### src/rtl/core/rtt_est_pkg.sv
package rtt_est_pkg;

    // Field widths
    localparam int TIME_W   = 24;
    localparam int ALPHA_W  = 16;
    localparam int BETA_W   = 12;
    localparam int OPA_W    = ALPHA_W + 1;
    localparam int ACC_W    = OPA_W + TIME_W;
    localparam int ADDEND_W = 16;
    localparam int TSUM_W   = 29;

    // Register indexes
    localparam logic [1:0] REG_SMOOTHING_WEIGHT = 2'd0;
    localparam logic [1:0] REG_VARIANCE_GAIN    = 2'd1;
    localparam logic [1:0] REG_TIMEOUT_FLOOR    = 2'd2;
    localparam logic [1:0] REG_TIMEOUT_CEILING  = 2'd3;

    // Reset values of the registers
    localparam logic [ALPHA_W-1:0] SMOOTHING_WEIGHT_RST = 16'd8192;
    localparam logic [BETA_W-1:0]  VARIANCE_GAIN_RST    = 12'd384;
    localparam logic [TIME_W-1:0]  TIMEOUT_FLOOR_RST    = 24'd51200;
    localparam logic [TIME_W-1:0]  TIMEOUT_CEILING_RST  = 24'd15360000;

    // Rounding constants and unity gain
    localparam logic [ADDEND_W-1:0] ROUND_BLEND = 16'd32768;
    localparam logic [ADDEND_W-1:0] ROUND_GAIN  = 16'd128;
    localparam logic [OPA_W-1:0]    ALPHA_ONE   = 17'd65536;

    // Sequencer states
    typedef enum logic [3:0] {
        ST_IDLE,
        ST_ERR,
        ST_VAR_OLD,
        ST_VAR_NEW,
        ST_SRTT_OLD,
        ST_SRTT_NEW,
        ST_GAIN,
        ST_SUM,
        ST_CLAMP
    } seq_state_t;

    // Controls of the shared multiply-accumulate unit
    typedef struct packed {
        logic                en;
        logic                clear;
        logic [OPA_W-1:0]    op_a;
        logic [TIME_W-1:0]   op_b;
        logic [ADDEND_W-1:0] addend;
    } mac_ctrl_t;

endpackage

### src/rtl/core/rtt_est_mac.sv
module rtt_est_mac
    import rtt_est_pkg::*;
(
    input  logic             clk,
    input  logic             rst_n,
    input  mac_ctrl_t        ctrl,
    output logic [ACC_W-1:0] sum,
    output logic [ACC_W-1:0] acc
);

    logic [ACC_W-1:0] acc_reg;
    logic [ACC_W-1:0] product;

    // One multiply plus accumulate per cycle
    assign product = ACC_W'(ctrl.op_a) * ACC_W'(ctrl.op_b);
    assign sum     = (ctrl.clear ? '0 : acc_reg) + product + ACC_W'(ctrl.addend);
    assign acc     = acc_reg;

    always_ff @(posedge clk or negedge rst_n)
    begin
        if (!rst_n)
        begin
            acc_reg <= '0;
        end
        else if (ctrl.en)
        begin
            acc_reg <= sum;
        end
    end

endmodule

### src/rtl/core/rtt_smoothing_rto_estimator_core.sv
// RTT smoother and retransmission timeout estimator.
// Input channel: in_valid/in_ready carry one rtt_sample (Q16.8 ms) per transaction.
// Output channel: out_valid/out_ready carry timeout_value, smoothed_rtt and
// rtt_variance for that sample; exactly one result per input.
// Configuration: cfg_wr_en writes cfg_data into register cfg_index (0 alpha Q0.16,
// 1 beta Q4.8, 2 timeout floor, 3 timeout ceiling); write only while idle.
// Datapath: every multiply runs through one shared 17x24 multiply-accumulate unit.
// The first sample after reset goes through the gain product, the sum and the
// clamp steps before the result is registered; later samples first go through
// the error step and two blend passes (old and new term each). in_ready is high
// only while the sequencer is idle, so a new sample waits until the last one has left the clamp step.
// The result sits in an output register: a new sample is accepted while it
// waits, and if the receiver still stalls when the next result is done, the
// sequencer holds in its clamp step until the output register frees up.
// Reset clears the first-sample flag, the estimates and the registers to
// their defaults (alpha 0.125, beta 1.5, floor 200 ms, ceiling 60000 ms).
module rtt_smoothing_rto_estimator_core
    import rtt_est_pkg::*;
(
    input  logic              clk,
    input  logic              rst_n,
    input  logic              cfg_wr_en,
    input  logic [1:0]        cfg_index,
    input  logic [TIME_W-1:0] cfg_data,
    input  logic              in_valid,
    output logic              in_ready,
    input  logic [TIME_W-1:0] rtt_sample,
    output logic              out_valid,
    input  logic              out_ready,
    output logic [TIME_W-1:0] timeout_value,
    output logic [TIME_W-1:0] smoothed_rtt,
    output logic [TIME_W-1:0] rtt_variance
);

    seq_state_t state_reg, state_next;

    logic [ALPHA_W-1:0] alpha_reg;
    logic [BETA_W-1:0]  beta_reg;
    logic [TIME_W-1:0]  floor_reg;
    logic [TIME_W-1:0]  ceiling_reg;

    logic               seen_first_sample_reg;
    logic [TIME_W-1:0]  srtt_reg;
    logic [TIME_W-1:0]  var_reg;
    logic [TIME_W-1:0]  sample_reg;
    logic [TIME_W-1:0]  err_reg;
    logic [TSUM_W-1:0]  tsum_reg;

    logic               out_valid_reg;
    logic [TIME_W-1:0]  timeout_reg;
    logic [TIME_W-1:0]  srtt_out_reg;
    logic [TIME_W-1:0]  var_out_reg;

    mac_ctrl_t          mac_ctrl;
    logic [ACC_W-1:0]   mac_sum;
    logic [ACC_W-1:0]   mac_acc;

    logic               in_fire;
    logic               out_load;
    logic [OPA_W-1:0]   alpha_comp;
    logic [TSUM_W-1:0]  tsum_floored;
    logic [TSUM_W-1:0]  tsum_clamped;

    assign in_ready   = (state_reg == ST_IDLE);
    assign in_fire    = in_valid && in_ready;
    assign alpha_comp = ALPHA_ONE - OPA_W'(alpha_reg);

    rtt_est_mac u_mac (
        .clk   (clk),
        .rst_n (rst_n),
        .ctrl  (mac_ctrl),
        .sum   (mac_sum),
        .acc   (mac_acc)
    );

    // Clamp: floor first, then ceiling wins
    always_comb
    begin
        tsum_floored = (tsum_reg < TSUM_W'(floor_reg)) ? TSUM_W'(floor_reg) : tsum_reg;
        tsum_clamped = (tsum_floored > TSUM_W'(ceiling_reg)) ? TSUM_W'(ceiling_reg)
                                                             : tsum_floored;
    end

    // Next state
    always_comb
    begin
        state_next = state_reg;
        unique case (state_reg)
            ST_IDLE:
            begin
                if (in_fire)
                begin
                    state_next = seen_first_sample_reg ? ST_ERR : ST_GAIN;
                end
            end
            ST_ERR:      state_next = ST_VAR_OLD;
            ST_VAR_OLD:  state_next = ST_VAR_NEW;
            ST_VAR_NEW:  state_next = ST_SRTT_OLD;
            ST_SRTT_OLD: state_next = ST_SRTT_NEW;
            ST_SRTT_NEW: state_next = ST_GAIN;
            ST_GAIN:     state_next = ST_SUM;
            ST_SUM:      state_next = ST_CLAMP;
            ST_CLAMP:
            begin
                if (out_load)
                begin
                    state_next = ST_IDLE;
                end
            end
            default:     state_next = ST_IDLE;
        endcase
    end

    // MAC controls and output load
    always_comb
    begin
        mac_ctrl = '0;
        out_load = 1'b0;
        unique case (state_reg)
            ST_VAR_OLD:
            begin
                mac_ctrl.en     = 1'b1;
                mac_ctrl.clear  = 1'b1;
                mac_ctrl.op_a   = alpha_comp;
                mac_ctrl.op_b   = var_reg;
                mac_ctrl.addend = ROUND_BLEND;
            end
            ST_VAR_NEW:
            begin
                mac_ctrl.op_a = OPA_W'(alpha_reg);
                mac_ctrl.op_b = err_reg;
            end
            ST_SRTT_OLD:
            begin
                mac_ctrl.en     = 1'b1;
                mac_ctrl.clear  = 1'b1;
                mac_ctrl.op_a   = alpha_comp;
                mac_ctrl.op_b   = srtt_reg;
                mac_ctrl.addend = ROUND_BLEND;
            end
            ST_SRTT_NEW:
            begin
                mac_ctrl.op_a = OPA_W'(alpha_reg);
                mac_ctrl.op_b = sample_reg;
            end
            ST_GAIN:
            begin
                mac_ctrl.en     = 1'b1;
                mac_ctrl.clear  = 1'b1;
                mac_ctrl.op_a   = OPA_W'(beta_reg);
                mac_ctrl.op_b   = var_reg;
                mac_ctrl.addend = ROUND_GAIN;
            end
            ST_CLAMP:
            begin
                out_load = !out_valid_reg || out_ready;
            end
            default:
            begin
                mac_ctrl = '0;
            end
        endcase
    end

    // Control registers
    always_ff @(posedge clk or negedge rst_n)
    begin
        if (!rst_n)
        begin
            state_reg             <= ST_IDLE;
            seen_first_sample_reg <= 1'b0;
            srtt_reg              <= '0;
            var_reg               <= '0;
            out_valid_reg         <= 1'b0;
            alpha_reg             <= SMOOTHING_WEIGHT_RST;
            beta_reg              <= VARIANCE_GAIN_RST;
            floor_reg             <= TIMEOUT_FLOOR_RST;
            ceiling_reg           <= TIMEOUT_CEILING_RST;
        end
        else
        begin
            state_reg <= state_next;

            // Configuration writes
            if (cfg_wr_en)
            begin
                unique case (cfg_index)
                    REG_SMOOTHING_WEIGHT: alpha_reg   <= cfg_data[ALPHA_W-1:0];
                    REG_VARIANCE_GAIN:    beta_reg    <= cfg_data[BETA_W-1:0];
                    REG_TIMEOUT_FLOOR:    floor_reg   <= cfg_data;
                    REG_TIMEOUT_CEILING:  ceiling_reg <= cfg_data;
                    default:              alpha_reg   <= alpha_reg;
                endcase
            end

            // Estimates
            if (in_fire && !seen_first_sample_reg)
            begin
                seen_first_sample_reg <= 1'b1;
                srtt_reg              <= rtt_sample;
                var_reg               <= rtt_sample >> 1;
            end
            if (state_reg == ST_VAR_NEW)
            begin
                var_reg <= mac_sum[TIME_W+ALPHA_W-1:ALPHA_W];
            end
            if (state_reg == ST_SRTT_NEW)
            begin
                srtt_reg <= mac_sum[TIME_W+ALPHA_W-1:ALPHA_W];
            end

            // Output valid
            if (out_load)
            begin
                out_valid_reg <= 1'b1;
            end
            else if (out_ready)
            begin
                out_valid_reg <= 1'b0;
            end
        end
    end

    // Payload registers
    always_ff @(posedge clk)
    begin
        if (in_fire)
        begin
            sample_reg <= rtt_sample;
        end
        if (state_reg == ST_ERR)
        begin
            err_reg <= (sample_reg >= srtt_reg) ? sample_reg - srtt_reg
                                                : srtt_reg - sample_reg;
        end
        if (state_reg == ST_SUM)
        begin
            tsum_reg <= TSUM_W'(srtt_reg) + mac_acc[TSUM_W+7:8];
        end
        if (out_load)
        begin
            timeout_reg  <= tsum_clamped[TIME_W-1:0];
            srtt_out_reg <= srtt_reg;
            var_out_reg  <= var_reg;
        end
    end

    assign out_valid     = out_valid_reg;
    assign timeout_value = timeout_reg;
    assign smoothed_rtt  = srtt_out_reg;
    assign rtt_variance  = var_out_reg;

    // An accepted sample leaves the first-sample flag set
    a_first_sets_flag: assert property (@(posedge clk) disable iff (!rst_n)
        in_fire |=> seen_first_sample_reg)
        else $error("first-sample flag not set after a sample");

    a_load_sets_valid: assert property (@(posedge clk) disable iff (!rst_n)
        out_load |=> out_valid_reg && state_reg == ST_IDLE)
        else $error("result load did not raise out_valid");

    a_blend_fits: assert property (@(posedge clk) disable iff (!rst_n)
        (state_reg == ST_VAR_NEW || state_reg == ST_SRTT_NEW)
            |-> mac_sum[ACC_W-1:TIME_W+ALPHA_W] == '0)
        else $error("blend result exceeds the time width");

    a_clamp_ceiling: assert property (@(posedge clk) disable iff (!rst_n)
        state_reg == ST_CLAMP |-> tsum_clamped <= TSUM_W'(ceiling_reg))
        else $error("timeout above ceiling");

    a_stall_holds_clamp: assert property (@(posedge clk) disable iff (!rst_n)
        (state_reg == ST_CLAMP && out_valid_reg && !out_ready) |=> state_reg == ST_CLAMP)
        else $error("sequencer left clamp step while output stalled");

endmodule

### config.mk
export PLATFORM = sky130hd
export DESIGN_NAME = rtt_smoothing_rto_estimator_core
export DESIGN_NICKNAME = d
export VERILOG_FILES = /design/src/rtl/core/rtt_est_pkg.sv /design/src/rtl/core/rtt_est_mac.sv /design/src/rtl/core/rtt_smoothing_rto_estimator_core.sv
export SDC_FILE = /design/constraint.sdc
export NUM_CORES = 2
export LEC_CHECK = 0
export ABC_AREA = 1
export BUFFER_PORTS_ARGS = -buffer_cell sky130_fd_sc_hd__buf_2
export CORE_UTILIZATION = 58
export DETAILED_ROUTE_END_ITERATION = 10
export PLACE_DENSITY = 0.78
export SETUP_SLACK_MARGIN = 0.4
export SLEW_MARGIN = 10
export SYNTH_ARGS = -nofsm -noshare
export SYNTH_HDL_FRONTEND = slang
export SYNTH_SLANG_ARGS = --single-unit
### constraint.sdc
create_clock -name clk -period 6.41 [get_ports clk]
set_input_delay 0 -clock clk [delete_from_list [all_inputs] [get_ports clk]]
set_output_delay 0 -clock clk [all_outputs]
set_load 0.01 [all_outputs]
# Word level (Yosys, flattened, before mapping)
# Index checks and enable logic that the tools add are counted.
# word_totals
wordCells	74
ff_bits	320
output_inout_bits	74
# op_classes
multipliers	1
addsub	6
mux	18
n_eq_ne	13
order_cmp	3
n_reduce_logical	17
# op_table
cell	n
$pmux 41 s5	1
$mux 24	6
$sub 24x24->24	2
$add 41x16->41	1
$add 41x41->41	1
$mul 17x24->41	1
$mux 41	1
$pmux 4 s9	1
$pmux 16 s2	1
$add 24x29->29	1
$gt 29x24->1	1
$lt 29x24->1	1
$mux 29	1
$ge 24x24->1	1
$sub 17x16->17 const A	1
$eq 4x3->1 const B	4
$reduce_and 2->1	5
$eq 4x2->1 const B	2
$mux 4	2
$reduce_bool 2->1	3
$eq 2x2->1 const B	2
$eq 4x1->1 const B	1
$eq 4x4->1 const B	1
$logic_not 4->1	1
other kinds (12)	16

# Longest topological paths before layout
# logic_depth
ltp_word	7
mapped_depth	38
mapped_depth_nobuf	37

# By module
# Synthesis repeated with hierarchy kept, for this count alone.
# hier_totals
cells_unflattened	4757
hier_area_um2	35700.5
# by_module_without_submodules
mod	cells_each	instances	area_each_um2
rtt_smoothing_rto_estimator_core	2355	1	18058.6
rtt_est_mac	2402	1	17641.9

# Worst setup path before layout
# OpenSTA, ideal clock, no wires.
# synth_path
kind	reg-to-reg
from	register alpha_reg[1]
to	register srtt_reg[1]
synth_period_minus_slack_ns	6.171
stages_incl_launch_ff	33
t_required_ns	6.276
arrival_time_ns	6.037
setup_ns	0.134
path_slack_ns	0.239
path_cell_list	dfrtp_1 inv_1 ha_1 nand3_1 nor2_1 nand4_1 nor2_1 xor2_1 nand2_1 nand2_1 buf_2 nand2_1 fa_1 inv_1 fa_1 inv_1 fa_1 inv_1 fa_1 fa_1 inv_1 fa_1 inv_1 ha_1 nand2_1 inv_1 a21oi_1 inv_1 a21oi_1 nand2_1 or2_2 nand3_1 o211ai_1
# synth_between
elab_chain_cells	6
# synth_lines
item	line	rtl
start, declared	rtt_smoothing_rto_estimator_core.sv:37	logic [ALPHA_W-1:0] alpha_reg;
start signal, assigned	rtt_smoothing_rto_estimator_core.sv:188	REG_SMOOTHING_WEIGHT: alpha_reg <= cfg_data[ALPHA_W-1:0];
start signal, assigned	rtt_smoothing_rto_estimator_core.sv:192	default: alpha_reg <= alpha_reg;
$sub 17x16->17	rtt_smoothing_rto_estimator_core.sv:66	assign alpha_comp = ALPHA_ONE - OPA_W'(alpha_reg);
$pmux 41 s5 (*)	rtt_smoothing_rto_estimator_core.sv:119	unique case (state_reg)
$mul 17x24->41 (*)	rtt_est_mac.sv:15	assign product = ACC_W'(ctrl.op_a) * ACC_W'(ctrl.op_b);
$add 41x41->41 (*)	rtt_est_mac.sv:16	assign sum = (ctrl.clear ? '0 : acc_reg) + product + ACC_W'(ctrl.addend);
$add 41x16->41 (*)	rtt_est_mac.sv:16	
$mux 24 (*)	rtt_smoothing_rto_estimator_core.sv:207	if (state_reg == ST_SRTT_NEW)
end signal, assigned	rtt_smoothing_rto_estimator_core.sv:200	srtt_reg <= rtt_sample;
end signal, assigned	rtt_smoothing_rto_estimator_core.sv:209	srtt_reg <= mac_sum[TIME_W+ALPHA_W-1:ALPHA_W];
end, declared	rtt_smoothing_rto_estimator_core.sv:43	logic [TIME_W-1:0] srtt_reg;
# Every way passes the cells marked *; elsewhere a longest branch is shown, timed or not.
# A chain may end at the register's enable or synchronous reset.

# Worst setup path after layout
# layout_path
from	register alpha_reg[0]
to	register var_reg[15]
# layout_between
elab_chain_cells	6
# layout_lines
item	line	rtl
$sub 17x16->17	rtt_smoothing_rto_estimator_core.sv:66	
$pmux 41 s5 (*)	rtt_smoothing_rto_estimator_core.sv:119	
$mul 17x24->41 (*)	rtt_est_mac.sv:15	
$add 41x41->41 (*)	rtt_est_mac.sv:16	
$add 41x16->41 (*)	rtt_est_mac.sv:16	
$mux 24 (*)	rtt_smoothing_rto_estimator_core.sv:203	if (state_reg == ST_VAR_NEW)
end signal, assigned	rtt_smoothing_rto_estimator_core.sv:201	var_reg <= rtt_sample >> 1;
end signal, assigned	rtt_smoothing_rto_estimator_core.sv:205	var_reg <= mac_sum[TIME_W+ALPHA_W-1:ALPHA_W];
end, declared	rtt_smoothing_rto_estimator_core.sv:44	logic [TIME_W-1:0] var_reg;
# Marked as above.

==> results.txt <==
Max-Cap Viols - 0
final core utilization - 74.75%
met3 routed WL - 13,350 um
fin cells - 5,701
CTS tree - done
DRT antenna net count - 0
Post-Synth Simple-Gate Area - 21.35%
WP data arrival - 7240 ps
Final Max Slew Viols - 0
Global Route Usage Sum - 40.37%
synthesized area - 34,030 sq um
FP Rows - 88
Vert. Die Dim - 244.2 um
Reg-to-Reg Start - alpha_reg[0]$_DFFE_PN0P_
initial DRC count - 3,023
die area - 59,650 sq um
Synth area leader - fa_1
final wirelength - 122,700 um
Worst path slowest cell - fa_1
buffers from clock root to sink, at most - 3
worst-path fanout max - 8
vias per inst - 5.697
combinational family with the most area after synthesis - adder cells
leading cell types in the layout, fill and taps excluded - nand2_1, inv_1, buf_4, fa_1, nor2_1
met2 wire len - 56,140 um
CTS H-tree lvls - 2
Die Wd - 244.2 um
CP startpoint kind - register
Placed Cells - 5,493
Min Hold Slack - 74.37 ps
fraction of registers with async set/reset - 53.29%
most common library cell in the layout ignoring fill and taps - nand2_1
Fin Clk Skew - 24.92 ps
Largest stage delay, worst path - 620 ps
multiplexer share of the synthesized area - 0%
Fin. Hold Viols - 0
via count of the routed design - 32,480
number of global-route vias before repair - 32,470
clk slew on worst S/H paths - 70 ps
pin count of the biggest net entering global routing - 73
Post-synth EDFFs - 149
Yosys reg bits - 319
total CTS buffers - 36
Final #Nets - 5,582
hold depth - 5
drt drc - 0
Seq/Total Area, Yosys - 25.70%
TritonCTS Sinks - 319
Post-Synth Adder-Cell Area - 31.00%
Synth top area share - 21.88%
flop2flop setup slack - -400 ps
Largest register FFs - 40
Fmax - 146.9 MHz
fin worst setup slack - -397.3 ps
syn nets - 5,011
critical path launch point - alpha_reg[0]$_DFFE_PN0P_
R2R depth - 34
Crit Path Category - reg -> reg
Synth Area in Compound Gates - 8.019%
DRT Pass-1 Iters - 6
M1 WL - 44,490 um
Max Used Layer - met5
initial antenna violation count - 1
Synth area leaders - fa_1, edfxtp_1, nand2_1
Slew headroom - 25.61%
WP data required - 6840 ps
# setup viols final - 74
crit-path most repeated cell - fa_1
first-pass GRT wire length - 181,900 um
layout cell share with drive strength beyond 1 - 23.00%
Buffers on Ports - 128
starting density of the core - 58.87%
Worst Tran Pin Value - 1113 ps
final worst path period share - 106.2%
CTS Root Cell - clkbuf_16
ys flop type - dfrtp_1
Worst Hold Class - in -> reg
min Tclk post-route - 6807 ps
critical path endpoint category - register
synth-to-layout area growth - 26.97%
Mean Syn Cell Area - 7.849 sq um
RePlAce Congestion - 0.9926
WL/cell - 21.53 um
Unique masters post-synth - 55
failing checks - negative setup slack
RSZ-0062 raised after global routing - true
CP endpoint - var_reg[15]$_DFFE_PN0P_
reg2reg end - var_reg[15]$_DFFE_PN0P_
Core Area - 57,810 sq um
DP HPWL - 91,550 um
Synth Area in XOR/XNOR - 1.724%
run status - finished with violations
worst skew pair latency - 560 ps
yosys warns - 0
Syn Inst Count - 4,336
gr ovfl total - 0
io pins - 129
==> cell type report <==
| type | instances | area [sq um] |
|---|---|---|
| Fill cell | 4100 | 14600 |
| Sequential cell | 319 | 8746 |
| Timing Repair inverter | 1 | 6.256 |
| Antenna cell | 2 | 5.005 |
| Clock buffer | 47 | 962.2 |
| Timing Repair Buffer | 656 | 5715 |
| Inverter | 951 | 3636 |
| Multi-Input combinational cell | 2942 | 23040 |
| Tap cell | 765 | 957.2 |
| Clock inverter | 18 | 140.1 |
==> kinds of logic after synthesis <==
family          Yosys count
buf+inv                1075
simple gates           1761
fa+ha+maj               620
flops                   319
compound gates          494
xor+xnor                 67
==> synthesized netlist by cell type (2+ instances only) <==
cell and count:
nand2_2 3, xnor2_1 13, nand3_1 218, a21oi_1 177
o221ai_2 2, and2_1 24, nor2_1 310, nand3b_1 14
a21boi_0 4, buf_4 9, nand4_1 27, nor4_1 5
dfrtp_1 157, a22oi_1 6, inv_2 29, o21bai_1 16
xor2_1 54, clkbuf_2 5, o21ai_2 3, inv_1 922
nor2_4 3, nand2_1 1102, a21oi_2 2, dfstp_2 13
or2_2 6, buf_2 65, o211ai_1 5, fa_1 372
nor3_1 26, a21o_1 14, o21ai_1 20, edfxtp_1 149
buf_1 7, o22ai_1 8, a221oi_1 5, nor3_2 4
o21ai_0 210, a211oi_1 2, clkbuf_1 38, ha_1 248
o21a_1 11, or2_1 2, a31oi_1 4, nor2_2 9
nand3_2 3
==> metal layers <==
layer,track usage [%],vias to the layer above
met1,50.31,15630
met2,64.46,1874
met4,24.15,2
li1,-,14460
met5,0,-
met3,8.900,512
==> worst min path at each step <==
stage	start	endpoint	slack, ps
4_1_cts	cfg_index[1]	ceiling_reg[13]$_DFFE_PN1P_	40
5_1_grt	cfg_index[1]	ceiling_reg[19]$_DFFE_PN1P_	130
3_3_place_gp	rst_n	floor_reg[19]$_DFFE_PN0P_	-9
3_5_place_dp	rst_n	floor_reg[19]$_DFFE_PN0P_	0.7
6_report	cfg_index[1]	ceiling_reg[13]$_DFFE_PN1P_	70
2_1_floorplan	rst_n	alpha_reg[0]$_DFFE_PN0P_	-300
==> critical path, delay by kind of cell (launching register included) <==
family | cells | cell delay [ps]
adder cells (fa/ha/maj) | 8 | 3340
flip-flops | 1 | 410
AO/OA/AOI/OAI | 1 | 180
AND/OR/NAND/NOR | 15 | 1580
buffers and inverters | 10 | 1140
==> per-stage QoR <==
stage / TNS [ps] / area, sq um / setup WS (ps)
2_1_floorplan: 0 / 34190 / 391.3
3_3_place_gp: -30210 / 38470 / -690.8
3_5_place_dp: -36060 / 38470 / -750.4
4_1_cts: -6377 / 42090 / -181.7
5_1_grt: -32260 / 43200 / -589.1
6_report: -17540 / 43210 / -397.3
==> what timing repair did <==
item / in CTS / in global routing
resized for setup: 353 / 223
endpoints found under the hold margin: 205 / 0
buffers inserted: 49 / 26
hold buffers: 53 / 0
pin swaps: 129 / 107
gates cloned: 6 / 7
setup endpoints to repair: 80 / 80
Power is not shown: default switching activity piles up to over one toggle a cycle in this logic, so the estimate is an artifact.
